File: config.mk
export PLATFORM = sky130hd
export DESIGN_NAME = polygon_plane_clip
export DESIGN_NICKNAME = d
export VERILOG_FILES = /design/src/rtl/core/ppc_pkg.sv /design/src/rtl/core/ppc_ctrl.sv /design/src/rtl/core/ppc_dpath.sv /design/src/rtl/core/polygon_plane_clip.sv
export SDC_FILE = /design/constraint.sdc
export NUM_CORES = 2
export LEC_CHECK = 0
export ABC_AREA = 1
export BUFFER_PORTS_ARGS = -buffer_cell sky130_fd_sc_hd__buf_4
export CORE_UTILIZATION = 35
export CTS_CLUSTER_SIZE = 12
export DETAILED_ROUTE_END_ITERATION = 10
export SKIP_LAST_GASP = 1
export SLEW_MARGIN = 10
export SYNTH_ARGS = -nofsm -noshare
export SYNTH_HDL_FRONTEND = slang
export SYNTH_HIERARCHICAL = 1
export SYNTH_SLANG_ARGS = --single-unit
File: constraint.sdc
create_clock -name i_clk -period 14.9 [get_ports i_clk]
set_clock_uncertainty 0.1 [all_clocks]
set_input_delay 1.49 -clock i_clk [delete_from_list [all_inputs] [get_ports i_clk]]
set_output_delay 1.49 -clock i_clk [all_outputs]
set_load 0.005 [all_outputs]
File: src/rtl/core/ppc_pkg.sv
// Types, widths and codes shared by the polygon plane clipper.
package ppc_pkg;

    localparam int COORD_BITS    = 32;
    localparam int FRAC_BITS     = 16;
    localparam int NORM_BITS     = 16;
    localparam int NORM_FRAC     = 14;
    localparam int OFFS_BITS     = 32;
    localparam int TOL_BITS      = 31;
    localparam int CFG_DATA_BITS = 32;
    localparam int CFG_IDX_BITS  = 3;

    localparam int PROD_BITS  = COORD_BITS + NORM_BITS;
    localparam int TERM_BITS  = PROD_BITS - NORM_FRAC;
    localparam int S_BITS     = ((TERM_BITS > OFFS_BITS) ? TERM_BITS : OFFS_BITS) + 3;
    localparam int MAG_BITS   = S_BITS;
    localparam int DEN_BITS   = S_BITS + 1;
    localparam int REM_BITS   = S_BITS + 2;
    localparam int DIFF_BITS  = COORD_BITS + 1;
    localparam int LPROD_BITS = DIFF_BITS + FRAC_BITS;
    localparam int SUM_BITS   = COORD_BITS + 2;
    localparam int DCNT_BITS  = $clog2(FRAC_BITS + 1);

    localparam logic signed [NORM_BITS-1:0] NORMAL_Z_RESET = NORM_BITS'(16384);
    localparam logic [TOL_BITS-1:0]         TOL_RESET      = TOL_BITS'(66);

    localparam logic [CFG_IDX_BITS-1:0] REG_NORMAL_X    = 3'd0;
    localparam logic [CFG_IDX_BITS-1:0] REG_NORMAL_Y    = 3'd1;
    localparam logic [CFG_IDX_BITS-1:0] REG_NORMAL_Z    = 3'd2;
    localparam logic [CFG_IDX_BITS-1:0] REG_PLANE_OFFS  = 3'd3;
    localparam logic [CFG_IDX_BITS-1:0] REG_SIDE_TOL    = 3'd4;

    typedef enum logic [1:0] {SIDE_ON = 2'd0, SIDE_FRONT = 2'd1, SIDE_BACK = 2'd2} t_side;
    typedef enum logic [1:0] {AX_X, AX_Y, AX_Z} t_axis;
    typedef enum logic [1:0] {PSEL_CUR, PSEL_PREV, PSEL_FIRST} t_psel;
    typedef enum logic [1:0] {ACC_HOLD, ACC_INIT, ACC_ADD} t_acc;
    typedef enum logic [1:0] {DST_NONE, DST_CLASS, DST_SA, DST_SB} t_dst;
    typedef enum logic [1:0] {EM_VERT, EM_CROSS, EM_NULL} t_emit;

    typedef enum logic [3:0] {
        S_IDLE, S_M0, S_M1, S_M2, S_M3, S_SAVE, S_PLAN, S_NEXT,
        S_DIVS, S_DIVW, S_LM, S_LF, S_EMIT, S_DONE
    } t_state;

    typedef struct packed {
        logic signed [COORD_BITS-1:0] vertex_x;
        logic signed [COORD_BITS-1:0] vertex_y;
        logic signed [COORD_BITS-1:0] vertex_z;
        logic                         final_vertex;
    } t_in;

    typedef struct packed {
        logic signed [COORD_BITS-1:0] out_x;
        logic signed [COORD_BITS-1:0] out_y;
        logic signed [COORD_BITS-1:0] out_z;
        logic                         point_valid;
        logic                         polygon_end;
    } t_out;

    typedef struct packed {
        logic signed [COORD_BITS-1:0] x;
        logic signed [COORD_BITS-1:0] y;
        logic signed [COORD_BITS-1:0] z;
    } t_vec;

    typedef struct packed {
        logic  load_cur;
        logic  mul_en;
        t_axis axis;
        t_psel psel;
        t_acc  acc_op;
        t_dst  dst;
        logic  set_first;
        logic  shift_prev;
        logic  div_start;
        logic  lerp_mul;
        logic  lerp_fin;
        t_axis lerp_axis;
        logic  e_sel;
        logic  emit;
        t_emit emit_kind;
        logic  emit_end;
    } t_cmd;

    typedef struct packed {
        t_side cur_side;
        t_side prev_side;
        t_side first_side;
        logic  cur_last;
        logic  div_busy;
        logic  out_free;
    } t_stat;

endpackage

File: src/rtl/core/ppc_ctrl.sv
// Sequencer for the polygon plane clipper: classify, plan and run each edge.
module ppc_ctrl import ppc_pkg::*; (
    input  logic  i_clk,
    input  logic  i_rst_n,
    input  logic  i_in_valid,
    output logic  o_in_ready,
    input  t_stat i_stat,
    output t_cmd  o_cmd
);

    t_state     r_state, n_state;
    logic       r_have_prev, n_have_prev;
    logic [4:0] r_todo, n_todo;
    logic [4:0] r_bit, n_bit;
    t_dst       r_dst, n_dst;
    logic       r_esel, n_esel;
    t_axis      r_ax, n_ax;
    t_emit      r_kind, n_kind;

    logic       cross0, cross1, keep0, keep1;
    logic [4:0] rest;

    always_ff @(posedge i_clk) begin
        if (!i_rst_n) begin
            r_state     <= S_IDLE;
            r_have_prev <= 1'b0;
            r_todo      <= '0;
            r_bit       <= '0;
            r_dst       <= DST_NONE;
            r_esel      <= 1'b0;
            r_ax        <= AX_X;
            r_kind      <= EM_VERT;
        end else begin
            r_state     <= n_state;
            r_have_prev <= n_have_prev;
            r_todo      <= n_todo;
            r_bit       <= n_bit;
            r_dst       <= n_dst;
            r_esel      <= n_esel;
            r_ax        <= n_ax;
            r_kind      <= n_kind;
        end
    end

    // strict front/back crossings only
    assign cross0 = (i_stat.prev_side == SIDE_FRONT && i_stat.cur_side == SIDE_BACK) ||
                    (i_stat.prev_side == SIDE_BACK && i_stat.cur_side == SIDE_FRONT);
    assign cross1 = (i_stat.cur_side == SIDE_FRONT && i_stat.first_side == SIDE_BACK) ||
                    (i_stat.cur_side == SIDE_BACK && i_stat.first_side == SIDE_FRONT);
    assign keep0  = i_stat.prev_side != SIDE_FRONT;
    assign keep1  = i_stat.cur_side != SIDE_FRONT;
    assign rest   = r_todo & ~r_bit;

    always_comb begin
        n_state     = r_state;
        n_have_prev = r_have_prev;
        n_todo      = r_todo;
        n_bit       = r_bit;
        n_dst       = r_dst;
        n_esel      = r_esel;
        n_ax        = r_ax;
        n_kind      = r_kind;
        o_in_ready  = 1'b0;
        o_cmd       = '0;
        o_cmd.e_sel = r_esel;
        o_cmd.dst   = DST_NONE;
        o_cmd.lerp_axis = r_ax;
        o_cmd.emit_kind = r_kind;
        unique case (r_dst)
            DST_SA:  o_cmd.psel = r_esel ? PSEL_CUR : PSEL_PREV;
            DST_SB:  o_cmd.psel = r_esel ? PSEL_FIRST : PSEL_CUR;
            default: o_cmd.psel = PSEL_CUR;
        endcase

        unique case (r_state)
            S_IDLE: begin
                o_in_ready = 1'b1;
                if (i_in_valid) begin
                    o_cmd.load_cur = 1'b1;
                    n_dst   = DST_CLASS;
                    n_state = S_M0;
                end
            end
            S_M0: begin
                o_cmd.mul_en = 1'b1;
                o_cmd.axis   = AX_X;
                n_state      = S_M1;
            end
            S_M1: begin
                o_cmd.mul_en = 1'b1;
                o_cmd.axis   = AX_Y;
                o_cmd.acc_op = ACC_INIT;
                n_state      = S_M2;
            end
            S_M2: begin
                o_cmd.mul_en = 1'b1;
                o_cmd.axis   = AX_Z;
                o_cmd.acc_op = ACC_ADD;
                n_state      = S_M3;
            end
            S_M3: begin
                o_cmd.acc_op = ACC_ADD;
                n_state      = S_SAVE;
            end
            S_SAVE: begin
                o_cmd.dst = r_dst;
                unique case (r_dst)
                    DST_CLASS: begin
                        o_cmd.set_first = !r_have_prev;
                        n_state = S_PLAN;
                    end
                    DST_SA: begin
                        n_dst   = DST_SB;
                        n_state = S_M0;
                    end
                    default: n_state = S_DIVS;
                endcase
            end
            S_PLAN: begin
                n_todo[0] = r_have_prev && keep0;
                n_todo[1] = r_have_prev && cross0;
                n_todo[2] = i_stat.cur_last && keep1;
                n_todo[3] = i_stat.cur_last && cross1;
                n_todo[4] = i_stat.cur_last && !(r_have_prev && keep0) &&
                            !(r_have_prev && cross0) && !keep1 && !cross1;
                n_state   = S_NEXT;
            end
            S_NEXT: begin
                if (r_todo[0]) begin
                    n_bit = 5'b00001; n_esel = 1'b0; n_kind = EM_VERT; n_state = S_EMIT;
                end else if (r_todo[1]) begin
                    n_bit = 5'b00010; n_esel = 1'b0; n_kind = EM_CROSS;
                    n_dst = DST_SA; n_state = S_M0;
                end else if (r_todo[2]) begin
                    n_bit = 5'b00100; n_esel = 1'b1; n_kind = EM_VERT; n_state = S_EMIT;
                end else if (r_todo[3]) begin
                    n_bit = 5'b01000; n_esel = 1'b1; n_kind = EM_CROSS;
                    n_dst = DST_SA; n_state = S_M0;
                end else if (r_todo[4]) begin
                    n_bit = 5'b10000; n_kind = EM_NULL; n_state = S_EMIT;
                end else begin
                    n_state = S_DONE;
                end
            end
            S_DIVS: begin
                o_cmd.div_start = 1'b1;
                n_state = S_DIVW;
            end
            S_DIVW: begin
                if (!i_stat.div_busy) begin
                    n_ax    = AX_X;
                    n_state = S_LM;
                end
            end
            S_LM: begin
                o_cmd.lerp_mul = 1'b1;
                n_state = S_LF;
            end
            S_LF: begin
                o_cmd.lerp_fin = 1'b1;
                unique case (r_ax)
                    AX_X:    begin n_ax = AX_Y; n_state = S_LM; end
                    AX_Y:    begin n_ax = AX_Z; n_state = S_LM; end
                    default: n_state = S_EMIT;
                endcase
            end
            S_EMIT: begin
                if (i_stat.out_free) begin
                    o_cmd.emit     = 1'b1;
                    o_cmd.emit_end = i_stat.cur_last && (rest == '0);
                    n_todo  = rest;
                    n_state = S_NEXT;
                end
            end
            S_DONE: begin
                o_cmd.shift_prev = 1'b1;
                n_have_prev = !i_stat.cur_last;
                n_state = S_IDLE;
            end
            default: n_state = S_IDLE;
        endcase
    end

endmodule

File: src/rtl/core/ppc_dpath.sv
// Datapath: plane registers, vertex store, distance MAC, divider, lerp, output register.
module ppc_dpath import ppc_pkg::*; (
    input  logic                     i_clk,
    input  logic                     i_rst_n,
    input  t_cmd                     i_cmd,
    output t_stat                    o_stat,
    input  t_in                      i_in,
    input  logic                     i_cfg_we,
    input  logic [CFG_IDX_BITS-1:0]  i_cfg_index,
    input  logic [CFG_DATA_BITS-1:0] i_cfg_data,
    input  logic                     i_out_ready,
    output logic                     o_out_valid,
    output t_out                     o_out
);

    function automatic logic signed [COORD_BITS-1:0] pick(input t_vec v, input t_axis a);
        logic signed [COORD_BITS-1:0] r;
        case (a)
            AX_X:    r = v.x;
            AX_Y:    r = v.y;
            default: r = v.z;
        endcase
        return r;
    endfunction

    function automatic logic [MAG_BITS-1:0] mag(input logic signed [S_BITS-1:0] v);
        return (v < 0) ? MAG_BITS'(-v) : MAG_BITS'(v);
    endfunction

    logic signed [NORM_BITS-1:0]  r_nx, r_ny, r_nz;
    logic signed [OFFS_BITS-1:0]  r_offs;
    logic [TOL_BITS-1:0]          r_tol;

    t_vec  r_cur, r_prev, r_first, r_cross;
    t_side r_cur_side, r_prev_side, r_first_side;
    logic  r_last;

    logic signed [PROD_BITS-1:0] r_prod;
    logic signed [S_BITS-1:0]    r_acc, r_sa, r_sb;

    logic [REM_BITS-1:0]  r_rem;
    logic [DEN_BITS-1:0]  r_den;
    logic [FRAC_BITS-1:0] r_t;
    logic [DCNT_BITS-1:0] r_cnt;
    logic                 r_div_busy;

    logic [LPROD_BITS-1:0] r_lprod;
    logic                  r_lneg;

    logic r_out_valid;
    t_out r_out;

    t_vec                        pt, a_v, b_v;
    logic signed [COORD_BITS-1:0] coord_m, ca, cb, sat_v;
    logic signed [NORM_BITS-1:0]  norm_m;
    logic signed [PROD_BITS-1:0]  prod_n;
    logic signed [S_BITS-1:0]     term, tol_ext, offs_ext;
    t_side                        cls;
    logic [REM_BITS-1:0]          rem2;
    logic                         ge;
    logic signed [DIFF_BITS-1:0]  diff;
    logic [DIFF_BITS-1:0]         dmag, off;
    logic [LPROD_BITS-1:0]        lprod_n;
    logic signed [SUM_BITS-1:0]   sum;
    logic                         out_free;

    always_comb begin
        case (i_cmd.psel)
            PSEL_PREV:  pt = r_prev;
            PSEL_FIRST: pt = r_first;
            default:    pt = r_cur;
        endcase
        case (i_cmd.axis)
            AX_X:    norm_m = r_nx;
            AX_Y:    norm_m = r_ny;
            default: norm_m = r_nz;
        endcase
    end

    assign coord_m  = pick(pt, i_cmd.axis);
    assign prod_n   = PROD_BITS'(norm_m) * PROD_BITS'(coord_m);
    assign term     = S_BITS'(r_prod >>> NORM_FRAC);
    assign offs_ext = S_BITS'(r_offs);
    assign tol_ext  = S_BITS'($signed({1'b0, r_tol}));

    always_comb begin
        if (r_acc > tol_ext)       cls = SIDE_FRONT;
        else if (r_acc < -tol_ext) cls = SIDE_BACK;
        else                       cls = SIDE_ON;
    end

    // restoring divider, one quotient bit a cycle
    assign rem2 = {r_rem[REM_BITS-2:0], 1'b0};
    assign ge   = rem2 >= REM_BITS'(r_den);

    assign a_v     = i_cmd.e_sel ? r_cur : r_prev;
    assign b_v     = i_cmd.e_sel ? r_first : r_cur;
    assign ca      = pick(a_v, i_cmd.lerp_axis);
    assign cb      = pick(b_v, i_cmd.lerp_axis);
    assign diff    = DIFF_BITS'(cb) - DIFF_BITS'(ca);
    assign dmag    = (diff < 0) ? DIFF_BITS'(-diff) : DIFF_BITS'(diff);
    assign lprod_n = LPROD_BITS'(dmag) * LPROD_BITS'(r_t);
    assign off     = r_lprod[LPROD_BITS-1:FRAC_BITS];
    assign sum     = r_lneg ? SUM_BITS'(ca) - SUM_BITS'($signed({1'b0, off}))
                            : SUM_BITS'(ca) + SUM_BITS'($signed({1'b0, off}));

    always_comb begin
        if (sum[SUM_BITS-1:COORD_BITS-1] == '0 || sum[SUM_BITS-1:COORD_BITS-1] == '1)
            sat_v = sum[COORD_BITS-1:0];
        else if (sum[SUM_BITS-1])
            sat_v = {1'b1, {(COORD_BITS-1){1'b0}}};
        else
            sat_v = {1'b0, {(COORD_BITS-1){1'b1}}};
    end

    assign out_free = !r_out_valid || i_out_ready;

    always_ff @(posedge i_clk) begin
        if (!i_rst_n) begin
            r_nx         <= '0;
            r_ny         <= '0;
            r_nz         <= NORMAL_Z_RESET;
            r_offs       <= '0;
            r_tol        <= TOL_RESET;
            r_cur_side   <= SIDE_ON;
            r_prev_side  <= SIDE_ON;
            r_first_side <= SIDE_ON;
            r_last       <= 1'b0;
            r_div_busy   <= 1'b0;
            r_cnt        <= '0;
            r_out_valid  <= 1'b0;
        end else begin
            if (i_cfg_we) begin
                unique case (i_cfg_index)
                    REG_NORMAL_X:   r_nx   <= i_cfg_data[NORM_BITS-1:0];
                    REG_NORMAL_Y:   r_ny   <= i_cfg_data[NORM_BITS-1:0];
                    REG_NORMAL_Z:   r_nz   <= i_cfg_data[NORM_BITS-1:0];
                    REG_PLANE_OFFS: r_offs <= i_cfg_data[OFFS_BITS-1:0];
                    REG_SIDE_TOL:   r_tol  <= i_cfg_data[TOL_BITS-1:0];
                    default: ;
                endcase
            end
            if (i_cmd.load_cur) r_last <= i_in.final_vertex;
            if (i_cmd.dst == DST_CLASS) begin
                r_cur_side <= cls;
                if (i_cmd.set_first) r_first_side <= cls;
            end
            if (i_cmd.shift_prev) r_prev_side <= r_cur_side;
            if (i_cmd.div_start) begin
                r_div_busy <= 1'b1;
                r_cnt      <= DCNT_BITS'(FRAC_BITS);
            end else if (r_div_busy) begin
                r_cnt      <= r_cnt - DCNT_BITS'(1);
                r_div_busy <= r_cnt != DCNT_BITS'(1);
            end
            if (i_cmd.emit)          r_out_valid <= 1'b1;
            else if (i_out_ready)    r_out_valid <= 1'b0;
        end
    end

    always_ff @(posedge i_clk) begin
        if (i_cmd.load_cur) begin
            r_cur <= '{x: i_in.vertex_x, y: i_in.vertex_y, z: i_in.vertex_z};
        end
        if (i_cmd.dst == DST_CLASS && i_cmd.set_first) r_first <= r_cur;
        if (i_cmd.shift_prev) r_prev <= r_cur;
        if (i_cmd.mul_en) r_prod <= prod_n;
        case (i_cmd.acc_op)
            ACC_INIT: r_acc <= term - offs_ext;
            ACC_ADD:  r_acc <= r_acc + term;
            default:  ;
        endcase
        if (i_cmd.dst == DST_SA) r_sa <= r_acc;
        if (i_cmd.dst == DST_SB) r_sb <= r_acc;
        if (i_cmd.div_start) begin
            r_rem <= REM_BITS'(mag(r_sa));
            r_den <= DEN_BITS'(mag(r_sa)) + DEN_BITS'(mag(r_sb));
            r_t   <= '0;
        end else if (r_div_busy && r_den != '0) begin
            r_rem <= ge ? rem2 - REM_BITS'(r_den) : rem2;
            r_t   <= {r_t[FRAC_BITS-2:0], ge};
        end
        if (i_cmd.lerp_mul) begin
            r_lprod <= lprod_n;
            r_lneg  <= diff < 0;
        end
        if (i_cmd.lerp_fin) begin
            case (i_cmd.lerp_axis)
                AX_X:    r_cross.x <= sat_v;
                AX_Y:    r_cross.y <= sat_v;
                default: r_cross.z <= sat_v;
            endcase
        end
        if (i_cmd.emit) begin
            r_out.polygon_end <= i_cmd.emit_end;
            case (i_cmd.emit_kind)
                EM_VERT: begin
                    r_out.out_x <= a_v.x; r_out.out_y <= a_v.y; r_out.out_z <= a_v.z;
                    r_out.point_valid <= 1'b1;
                end
                EM_CROSS: begin
                    r_out.out_x <= r_cross.x; r_out.out_y <= r_cross.y;
                    r_out.out_z <= r_cross.z;
                    r_out.point_valid <= 1'b1;
                end
                default: begin
                    r_out.out_x <= '0; r_out.out_y <= '0; r_out.out_z <= '0;
                    r_out.point_valid <= 1'b0;
                end
            endcase
        end
    end

    always_comb begin
        o_stat.cur_side   = r_cur_side;
        o_stat.prev_side  = r_prev_side;
        o_stat.first_side = r_first_side;
        o_stat.cur_last   = r_last;
        o_stat.div_busy   = r_div_busy;
        o_stat.out_free   = out_free;
    end

    assign o_out_valid = r_out_valid;
    assign o_out       = r_out;

endmodule

File: src/rtl/core/polygon_plane_clip.sv
// Top level of the single-plane polygon clipper (back side kept).
//
//  channel  | direction | handshake               | item
//  ---------+-----------+-------------------------+-----------------------------
//  in       | input     | i_in_valid / o_in_ready | one vertex, final marker
//  out      | output    | o_out_valid/i_out_ready | one clipped vertex or marker
//  cfg      | input     | i_cfg_we (no wait)      | plane normal, offset, tol
//
// A vertex is classified by a MAC on one shared multiplier (states M0 to M3),
// then save and plan. Each kept vertex or empty marker then costs a pick and
// an emit; a front/back crossing costs a pick, two distance passes, the serial
// divider, the three lerp multiplies and the emit. A final pick and wrap-up
// follow before the next vertex is taken.
// Reset is synchronous, active low; plane registers return to z-up, offset 0.
// A result waits in the output register; the sequencer stalls there only when
// a second result is ready before the first is taken.
module polygon_plane_clip import ppc_pkg::*; (
    input  logic                     i_clk,
    input  logic                     i_rst_n,
    input  logic                     i_in_valid,
    output logic                     o_in_ready,
    input  t_in                      i_in,
    output logic                     o_out_valid,
    input  logic                     i_out_ready,
    output t_out                     o_out,
    input  logic                     i_cfg_we,
    input  logic [CFG_IDX_BITS-1:0]  i_cfg_index,
    input  logic [CFG_DATA_BITS-1:0] i_cfg_data
);

    // command and status between sequencer and datapath
    t_cmd  cmd;
    t_stat stat;

    ppc_ctrl u_ctrl (
        .i_clk      (i_clk),
        .i_rst_n    (i_rst_n),
        .i_in_valid (i_in_valid),
        .o_in_ready (o_in_ready),
        .i_stat     (stat),
        .o_cmd      (cmd)
    );

    ppc_dpath u_dpath (
        .i_clk       (i_clk),
        .i_rst_n     (i_rst_n),
        .i_cmd       (cmd),
        .o_stat      (stat),
        .i_in        (i_in),
        .i_cfg_we    (i_cfg_we),
        .i_cfg_index (i_cfg_index),
        .i_cfg_data  (i_cfg_data),
        .i_out_ready (i_out_ready),
        .o_out_valid (o_out_valid),
        .o_out       (o_out)
    );

endmodule

==> metrics <==
Final #Nets 12150; Largest stage delay, worst path 0.69 ns; worst reg-to-reg setup slack 2.86 ns; Final Core Density approximately two fifths; die height between 500 and 600 um; Mapped Area 0.08765 sq mm; final hold violations 0; worst skew pair latency a little over 0.8 ns; max-cap violation count 0; post-CTS setup buffer count 0; largest net degree at the start of global routing 111; ys async rst share 0%; Top cell by count, worst path nand2_1; CTS Buf Count between 100 and 150; DRC 0; total global routing overflow 0; Post-DP HPWL 242.4 mm; critical path class reg -> reg; vias around 75000; Area growth, synth to finish 10.22%; Top Family by Delay on Critical Path adder cells; sum of negative setup slack 0 ns; CP max-delay cell buf_4; worst-margin pin slew roughly 1.5 ns; Tightest Hold Check Type reg -> reg; routed vias/inst 5.328; fmax 83.03 MHz; IO buf count 236; syn nets 12070; Total Routed Length between 300 and 400 mm; DIE WIDTH 502.4 um; Distinct cells, synth 76; met2 Usage GRT 36.86%; part of the Yosys area used for sequential elements between 20 and 30%; CTS sink cnt 899; ANT nets after route 0; Post-synth EDFFs ~740; layout cells sized above 1 6.154%; CP endpoint kind register; wire per inst 21.89 um; Top-Level Pins 237; period utilization between 80 and 90%; status finished, final reports clean; Clock Root Buffer clkbuf_16; most used flip-flop cell after synthesis edfxtp_1; final instance area 0.09661 sq mm; Slew Viols, Final 0; Worst Path Buf+Inv 9; initial antenna violation count 16; met3 Track Usage GR 5.717%; CTS max path bufs 3; RSZ-0062 raised after global routing no; Synthesis Warnings 6; post-CTS resize count 0; CTS Hold Buffers Added 0; GRT met1 Usage roughly a third; H-Tree Level Count 3; first-pass GRT wire length 457.5 mm; Post-DP Area 0.09305 sq mm; required time at the worst-slack endpoint between 15 and 20 ns; final setup fails 0; Mapped Avg Cell Area 8.356 sq um; #FFs+latches synth 899; vias in the first global route 72250; Slew headroom 2.555%; gr usage total 24.00%; initial core utilization 35.22%; # rows approximately 180; startpoint type of the worst setup path register; Crit path arrival time 12.48 ns; CTS tree built; Post-Synthesis Cells 10490; GP Congestion 0.9819; crit-path max FO 62; full die area 0.2524 sq mm; drt first pass iters 8; Clock Pin Slew Worst Setup and Hold Paths around 0.060 ns; core area 0.2489 sq mm; initial DRC count 8627; min Tclk post-route 12.04 ns; global routing's busiest layer met2
## Yosys cell counts, drive strengths merged, types with 53 or more instances
cell / n / area share [%]
a21oi: 679 / 3.9
edfxtp: 736 / 25
inv: 1742 / 7.5
nand4: 79 / 0.60
o22ai: 92 / 0.66
nand3: 395 / 2.3
fa: 923 / 21
o21ai: 691 / 4.0
buf: 68 / 0.39
o21a: 53 / 0.46
ha: 519 / 7.4
xnor2: 99 / 1.0
nor2: 1108 / 4.8
clkbuf: 282 / 1.2
nand2: 2101 / 9.1
dfxtp: 163 / 3.7
xor2: 220 / 2.3
nor3: 101 / 0.65
a31oi: 53 / 0.38
## worst register-to-register path, delay by kind of cell, from the launching register on
kind            cells  cell delay, ns
flops               1            0.45
compound gates      9            2.36
buf+inv             9            1.68
simple gates       19            3.03
fa+ha+maj           9            4.23
## layout make-up
class,count,area (sq um)
inverter,1766,6638
timing repair buffer,329,2482
multi-input combinational,7474,54390
clock inverter,57,693.2
fill,25490,152300
tap,3330,4167
antenna,11,27.53
sequential,899,25370
clock buffer,134,2840
## kinds of logic after synthesis
| group | share of synthesized area, % |
|---|---|
| buffers and inverters | 9.160 |
| and+or+nand+nor | 18.06 |
| adders and majority gates | 28.49 |
| muxes | 0.5253 |
| DFF | 28.94 |
| xor gates and xnor gates | 3.273 |
| AOI/OAI and AO/OA | 11.55 |
## path summary, 6_finish.rpt
kind / start / end / cells after the start
hold / removal: u_dpath/r_nx[9] / u_dpath/r_nx[9] / 2
setup / recovery: u_ctrl/r_esel / u_dpath/r_lprod[46] / 46
setup reg to reg: u_ctrl/r_esel / u_dpath/r_lprod[46] / 46
hold reg to reg: u_dpath/r_nx[9] / u_dpath/r_nx[9] / 2
## metrics by stage
| step | setup WS, ns | cells | hold WS (ns) |
|---|---|---|---|
| after global routing | 2.414 | 13990 | 0.3763 |
| after detailed placement | 3.323 | 13800 | 0.3456 |
| after global placement | 3.342 | 13800 | 0.3408 |
| after floorplan | 5.381 | 10490 | 0.3280 |
| after CTS | 3.312 | 13990 | 0.3557 |
| final | 2.857 | 14000 | 0.3529 |
## layout by cell type, fill, tap and decap left out, types with 12 or more instances in the layout
cell,netlist,final
edfxtp_1,736,736
dfxtp_1,163,160
a21oi_1,675,675
or2_2,22,22
xor2_1,212,212
a21o_1,20,20
clkinv_2,0,19
nand2_1,2080,2078
o22ai_1,92,92
a32o_1,18,18
clkbuf_1,282,22
nor2_2,17,18
nor2_4,4,14
nand3_1,391,389
inv_1,1713,1708
o21bai_1,17,16
nand3b_1,12,12
a31oi_1,53,52
fa_1,923,923
xnor2_1,97,97
clkbuf_16,0,108
inv_2,28,31
nor4_1,31,31
buf_4,12,328
o21ai_1,32,34
o21a_1,52,50
a211oi_1,16,16
a21boi_0,20,20
ha_1,519,516
mux2i_1,46,46
o21ai_0,656,654
o211ai_1,28,28
nand4_1,76,76
nand2_2,20,21
nor3_1,90,90
nor2_1,1087,1076
o31ai_1,12,12
a22o_1,50,50
clkinv_1,24,37
## state kept, by name, indices dropped and copies added, names as in the netlist, 38 cells and up
signal	cells
u_dpath/o_out	98
u_dpath/r_cross	96
u_dpath/r_cur	96
u_dpath/r_first	96
u_dpath/r_prev	96
u_dpath/r_den	38
u_dpath/r_rem	38
## per-layer routing
metal,wire [um],up-vias
met5,46,-
met4,11900,6
met3,32220,544
met2,133100,3575
met1,129200,36370
li1,-,34100
Power is not shown: default switching activity piles up to over one toggle a cycle in this logic, so the estimate is an artifact.
